`config.mk`:
```
export PLATFORM = sky130hd
export DESIGN_NAME = bba_fit
export DESIGN_NICKNAME = d
export VERILOG_FILES = /design/src/bba_pkg.sv /design/src/bba_fit.sv
export SDC_FILE = /design/constraint.sdc
export NUM_CORES = 1
export LEC_CHECK = 0
export BUFFER_PORTS_ARGS = -buffer_cell sky130_fd_sc_hd__buf_2
export CAP_MARGIN = 20
export CORE_AREA = 3 3 40 42
export DETAILED_ROUTE_END_ITERATION = 6
export DIE_AREA = 0 0 43 45
export GPL_TIMING_DRIVEN = 1
export PLACE_DENSITY = 0.48
export SYNTH_ARGS = -nofsm -noshare
export SYNTH_HDL_FRONTEND = slang
export SYNTH_SLANG_ARGS = --single-unit
```
`constraint.sdc`:
```
create_clock -name vclk -period 3.01
set_input_delay 0.4515 -clock vclk [all_inputs]
set_output_delay 0.4515 -clock vclk [all_outputs]
set_load 0.05 [all_outputs]
```
`src/bba_pkg.sv`:
```
// shared constants, types and helpers of the buddy block allocator
`default_nettype none
package bba_pkg;

  localparam int TOP_BLOCKS      = 32;
  localparam int TOP_ORDER       = 10;
  localparam int MIN_BLOCK_BYTES = 128;
  localparam int HEADER_BYTES    = 40;

  localparam int UNIT_SHIFT = $clog2(MIN_BLOCK_BYTES);
  localparam int UNITS      = TOP_BLOCKS << TOP_ORDER;
  localparam int UNIT_W     = $clog2(UNITS);
  localparam int TOP_BYTES  = MIN_BLOCK_BYTES << TOP_ORDER;
  localparam int ORD_W      = $clog2(TOP_ORDER + 1);
  localparam int SIZE_W     = 17;
  localparam int OFS_W      = 22;
  localparam int PAY_W      = $clog2(TOP_BYTES + 1);
  localparam int ENTRY_W    = 7;

  // entry layout: block start, free, order
  localparam int E_START_BIT = 6;
  localparam int E_FREE_BIT  = 5;

  localparam logic [15:0] RST_BLOCKS  = 16'(TOP_BLOCKS);
  localparam logic [22:0] RST_BYTES   = 23'(TOP_BLOCKS * (TOP_BYTES - HEADER_BYTES));
  localparam logic [20:0] RST_HEADERS = 21'(TOP_BLOCKS * HEADER_BYTES);

  typedef enum logic [1:0] {
    ST_OK       = 2'd0,
    ST_NO_SPACE = 2'd1,
    ST_BAD_SIZE = 2'd2,
    ST_BAD_FREE = 2'd3
  } status_t;

  typedef enum logic {
    OP_ALLOC = 1'b0,
    OP_FREE  = 1'b1
  } op_t;

  typedef enum logic [3:0] {
    S_CLR, S_IDLE, S_ARD, S_ACHK, S_SPLIT, S_FRD, S_FCHK, S_MRD, S_MCHK, S_MWR, S_DONE
  } state_t;

  typedef struct packed {
    logic             reject;
    logic [ORD_W-1:0] order;
  } fit_t;

  function automatic logic [PAY_W-1:0] payload_of(input logic [ORD_W-1:0] k);
    logic [PAY_W:0] full;
    full = (PAY_W+1)'(MIN_BLOCK_BYTES) << k;
    return PAY_W'(full - (PAY_W+1)'(HEADER_BYTES));
  endfunction

  function automatic logic [ENTRY_W-1:0] mk_entry(input logic is_free,
                                                 input logic [ORD_W-1:0] k);
    return {1'b1, is_free, 5'(k)};
  endfunction

endpackage
`default_nettype wire

```
`src/bba_fit.sv`:
```
// smallest order whose payload holds the requested size, and size rejection
`default_nettype none
module bba_fit (
  input  wire logic [bba_pkg::SIZE_W-1:0] size,
  output bba_pkg::fit_t                   fit
);
  always_comb begin
    fit.reject = (size == '0) ||
                 ((bba_pkg::PAY_W+1)'(size) + (bba_pkg::PAY_W+1)'(bba_pkg::HEADER_BYTES)
                  >= (bba_pkg::PAY_W+1)'(bba_pkg::TOP_BYTES));
    fit.order = bba_pkg::ORD_W'(bba_pkg::TOP_ORDER);
    // scan from the top so the smallest fitting order wins
    for (int k = bba_pkg::TOP_ORDER; k >= 0; k--) begin
      if (bba_pkg::payload_of(bba_pkg::ORD_W'(k)) >= bba_pkg::PAY_W'(size)) begin
        fit.order = bba_pkg::ORD_W'(k);
      end
    end
  end
endmodule
`default_nettype wire

```
After elaboration in Yosys (flattened, before gate mapping)
Index checks and enable logic that the tools add are counted.
Widths: inputs -> output; s select.
- flip-flop bits (word level): 0
- output and inout port bits: 5
- word-level logic and storage cells: 24
- $add $sub $neg: 1
- order comparisons: 11
- mux-type cells: 10
- reduce and logical (&&, ||, !) cells: 2
- operator list (operator ; count):
    $mux 4 ; 9
    $add 17x6->18 const B ; 1
    $ge 18x18->1 const B ; 1
    $ge 10x17->1 const A ; 1
    $ge 11x17->1 const A ; 1
    $ge 12x17->1 const A ; 1
    $ge 13x17->1 const A ; 1
    $ge 14x17->1 const A ; 1
    $ge 15x17->1 const A ; 1
    $ge 16x17->1 const A ; 1
    $ge 7x17->1 const A ; 1
    $ge 8x17->1 const A ; 1
    $ge 9x17->1 const A ; 1
    $logic_not 17->1 ; 1
    $mux 2 ; 1
    $logic_or 1x1->1 ; 1

Depth between registers and ports, before layout
- word-level depth: 11
- gate-level depth with buffers: 7
- depth with buffers taken out: 7

Least setup slack after synthesis
OpenSTA, ideal clock, no wires.
- path kind: input to output
- start point: in size[5] (netlist bit)
- end point: out fit[1] (netlist bit)
- arrival time: 2.888 ns
- required time: 2.558 ns
- path slack: -0.329 ns
- cell stages on the path: 6
- cells stage by stage: or4_1 > o221a_2 > and3_1 > mux2i_1 > nor2_1 > a211oi_1
- RTL lines (element ; line ; RTL):
    start, declared ; bba_fit.sv:4 ; input wire logic [bba_pkg::SIZE_W-1:0] size,
    end, declared ; bba_fit.sv:5 ; output bba_pkg::fit_t fit

==> results.ini <==
[yosys]
post_synth_most_frequent_cells=sky130_fd_sc_hd__a21oi_1 (4), sky130_fd_sc_hd__nand2_1 (4), sky130_fd_sc_hd__or3_1 (3)
synth.top_cell.area_share=0.0881
netlist.top_cell.by_area=sky130_fd_sc_hd__ha_1
postSynthNetCount=60
synth_seq_area_share=0
gate_count_of_the_mapped_netlist=41
synth_cell_types=27
synth.yosys.warnings=0
syn-cell-area_sq_um=284
synth_top_cells_by_area=sky130_fd_sc_hd__ha_1 (8.8%), sky130_fd_sc_hd__a21oi_1 (7.0%), sky130_fd_sc_hd__or3_1 (6.6%), sky130_fd_sc_hd__nand2_1 (5.3%), sky130_fd_sc_hd__or4_1 (5.3%)
postSynthAreaPerCell_sq_um=6.93

[sta]
layout_min_cycle_time_ns=2.97
timing.final.crit_share=0.988
max_freq_mhz=336
setup_viol=0
slew_headroom=0.829
worstMarginPinSlew_ns=0.253
finalHoldViolCount=0
setup_repair_after_global_routing_missed_its_margin=yes
setup_tns_ns=0
final_critical_path_setup_slack_ns=0.0350
slew_limit_fails=0

[pwr]
power_frac_comb=1.000
irDropWorstVdd_v=0.0000528
totalPowerFinal_uw=55.2
p_per_area_mw_per_mm2=114
power_switching_uw=31.2
power.share.switching=0.566
p_int_uw=24.0
share_clk_of_total_power=0
p_leak_nw=0.210
share_seq_of_total_power=0

[floorplan]
floorplan.initialDensity=0.221
die-width_microns=43
design.core.area_sq_mm=0.00128
io_pins=22
dieArea_sq_mm=0.00194
die_h_microns=45
rows=13

[finish]
flow.area_growth_from_synthesis_pct=70.0
drive_gt1_frac=0.507
seq_cell_count=0
postLayoutCellArea_sq_um=483
final_nets=88
seqCellArea_sq_um=0
antenna_cells=0
fin_cells=82
clock_buffer_count=0

[min_path]
hold_start=size[13]
hold_end=fit[4]
min_delay_path_depth=4
hold_path.class=in2out

[outcome]
result_of_the_run=finished, final reports clean

[run]
maxCapViolations=0

[route]
drt-total-wl_microns=877
detail_route.wl_per_cell_microns=10.7
drtAntennaViolNets=0
detailedRoute.firstPassIterationCount=4
number_of_vias_per_cell_after_detailed_routing=5.01
count_of_vias_placed_by_the_detailed_router=411
dr.first_iter.drc_count=7
drc_errors=0

[setup_path]
cp_max_fo=3
timing.critical_path.required_ns=2.56
cp_data_arrival_time_ns=2.52
crit_start=size[15]
timing.setup.critical_path_class=in2out
cp-start-kind=primary input
crit_end_element=output pin

[placement]
detailed_place.area_sq_um=454
post-place-ws_ns=-0.0698
final_weighted_congestion_of_routability_driven_global_placement=0.748
place.port_buffers=22
placed_cells_incl_taps=82
detailedPlacementHpwl_microns=761

[grt]
grt_start_max_net_pins=8
met1_layer_usage_reported_by_global_route=0.136
grt_pass1_wl_microns=1520
global_route.overflow_total=0
global_route.usage.total=0.0954
first_global_vias=364
met3_usage=0.0120
groute.layer.met2.usage=0.165
grt-busiest-layer=met2
antenna_violations_before_repair=0

[cts]
hold_buffers=0

metal layers:
metal / routed length (microns) / vias up
met5: 0 / -
met4: 0 / 0
met3: 70 / 0
met1: 395 / 175
met2: 411 / 14
li1: - / 222
placed cells by master (no fill, tap or decap):
cell type	instances
sky130_fd_sc_hd__buf_2	19
sky130_fd_sc_hd__a21oi_1	4
sky130_fd_sc_hd__nand2_1	4
sky130_fd_sc_hd__buf_4	4
sky130_fd_sc_hd__buf_6	3
sky130_fd_sc_hd__or3_4	2
sky130_fd_sc_hd__or4_1	2
sky130_fd_sc_hd__and3_1	2
sky130_fd_sc_hd__nand3_1	2
sky130_fd_sc_hd__nor2_1	2
sky130_fd_sc_hd__ha_1	2
sky130_fd_sc_hd__o221a_2	1
sky130_fd_sc_hd__and4_1	1
sky130_fd_sc_hd__nand2b_1	1
sky130_fd_sc_hd__or3_1	1
sky130_fd_sc_hd__or2_1	1
sky130_fd_sc_hd__a211o_1	1
sky130_fd_sc_hd__nor2b_2	1
sky130_fd_sc_hd__a41oi_1	1
sky130_fd_sc_hd__or2_2	1
sky130_fd_sc_hd__mux2i_1	1
sky130_fd_sc_hd__o22a_1	1
sky130_fd_sc_hd__or4_4	1
sky130_fd_sc_hd__a31oi_1	1
sky130_fd_sc_hd__a211oi_2	1
sky130_fd_sc_hd__xor2_1	1
sky130_fd_sc_hd__o21ai_0	1
sky130_fd_sc_hd__xnor2_1	1
sky130_fd_sc_hd__a221o_1	1
sky130_fd_sc_hd__o211ai_1	1
sky130_fd_sc_hd__o2111ai_1	1
sky130_fd_sc_hd__o21ai_2	1
kinds of logic (layout without fill, tap and decap cells):
kind of cell,Yosys count,count (layout),share of synthesized area
AO/OA/AOI/OAI,15,15,0.379
adder cells (fa/ha/maj),2,2,0.0881
XOR/XNOR,2,2,0.0617
buffers and inverters,0,26,0
multiplexers,1,1,0.0352
AND/OR/NAND/NOR,21,21,0.436
stage by stage:
stage	hold WS (ns)	util
floorplan	1.15	-
global placement	1.38	0.353
detailed placement	1.37	0.353
CTS	1.32	0.358
global route	1.34	0.376
finish	1.32	0.376
critical path: stages:
cell and delay (ns):
sky130_fd_sc_hd__buf_6 0.09, sky130_fd_sc_hd__or3_4 0.37, sky130_fd_sc_hd__or3_1 0.33, sky130_fd_sc_hd__or2_1 0.23
sky130_fd_sc_hd__or4_4 0.43, sky130_fd_sc_hd__or3_4 0.38, sky130_fd_sc_hd__o21ai_2 0.07, sky130_fd_sc_hd__buf_6 0.17
worst max path at each step:
stage | endpoint | slack [ns] | cells after the start
after floorplan | fit[0] | -0.03 | 5
after global placement | fit[4] | -0.08 | 8
after detailed placement | fit[4] | -0.07 | 8
after CTS | fit[4] | 0.01 | 8
after global routing | fit[4] | -0.02 | 8
final | fit[4] | 0.04 | 8
power by group through the flow:
stage | combinational, mW | clock (mW) | sequential (mW)
after global placement | 0.0534 | 0 | 0
final | 0.0552 | 0 | 0
after global routing | 0.0621 | 0 | 0
after floorplan | 0.0276 | 0 | 0
after CTS | 0.0534 | 0 | 0
after detailed placement | 0.0533 | 0 | 0
layout make-up:
type	instances	area, sq um
Timing Repair Buffer	26	159
Multi-Input combinational cell	41	305
Fill cell	139	802
Tap cell	15	18.8
repair_timing:
action	CTS	global route
pin swaps	0	0
gates resized for setup	2	4
endpoints found under the setup margin	1	1
buffers inserted	0	0
(Power assumes the default switching activity.)
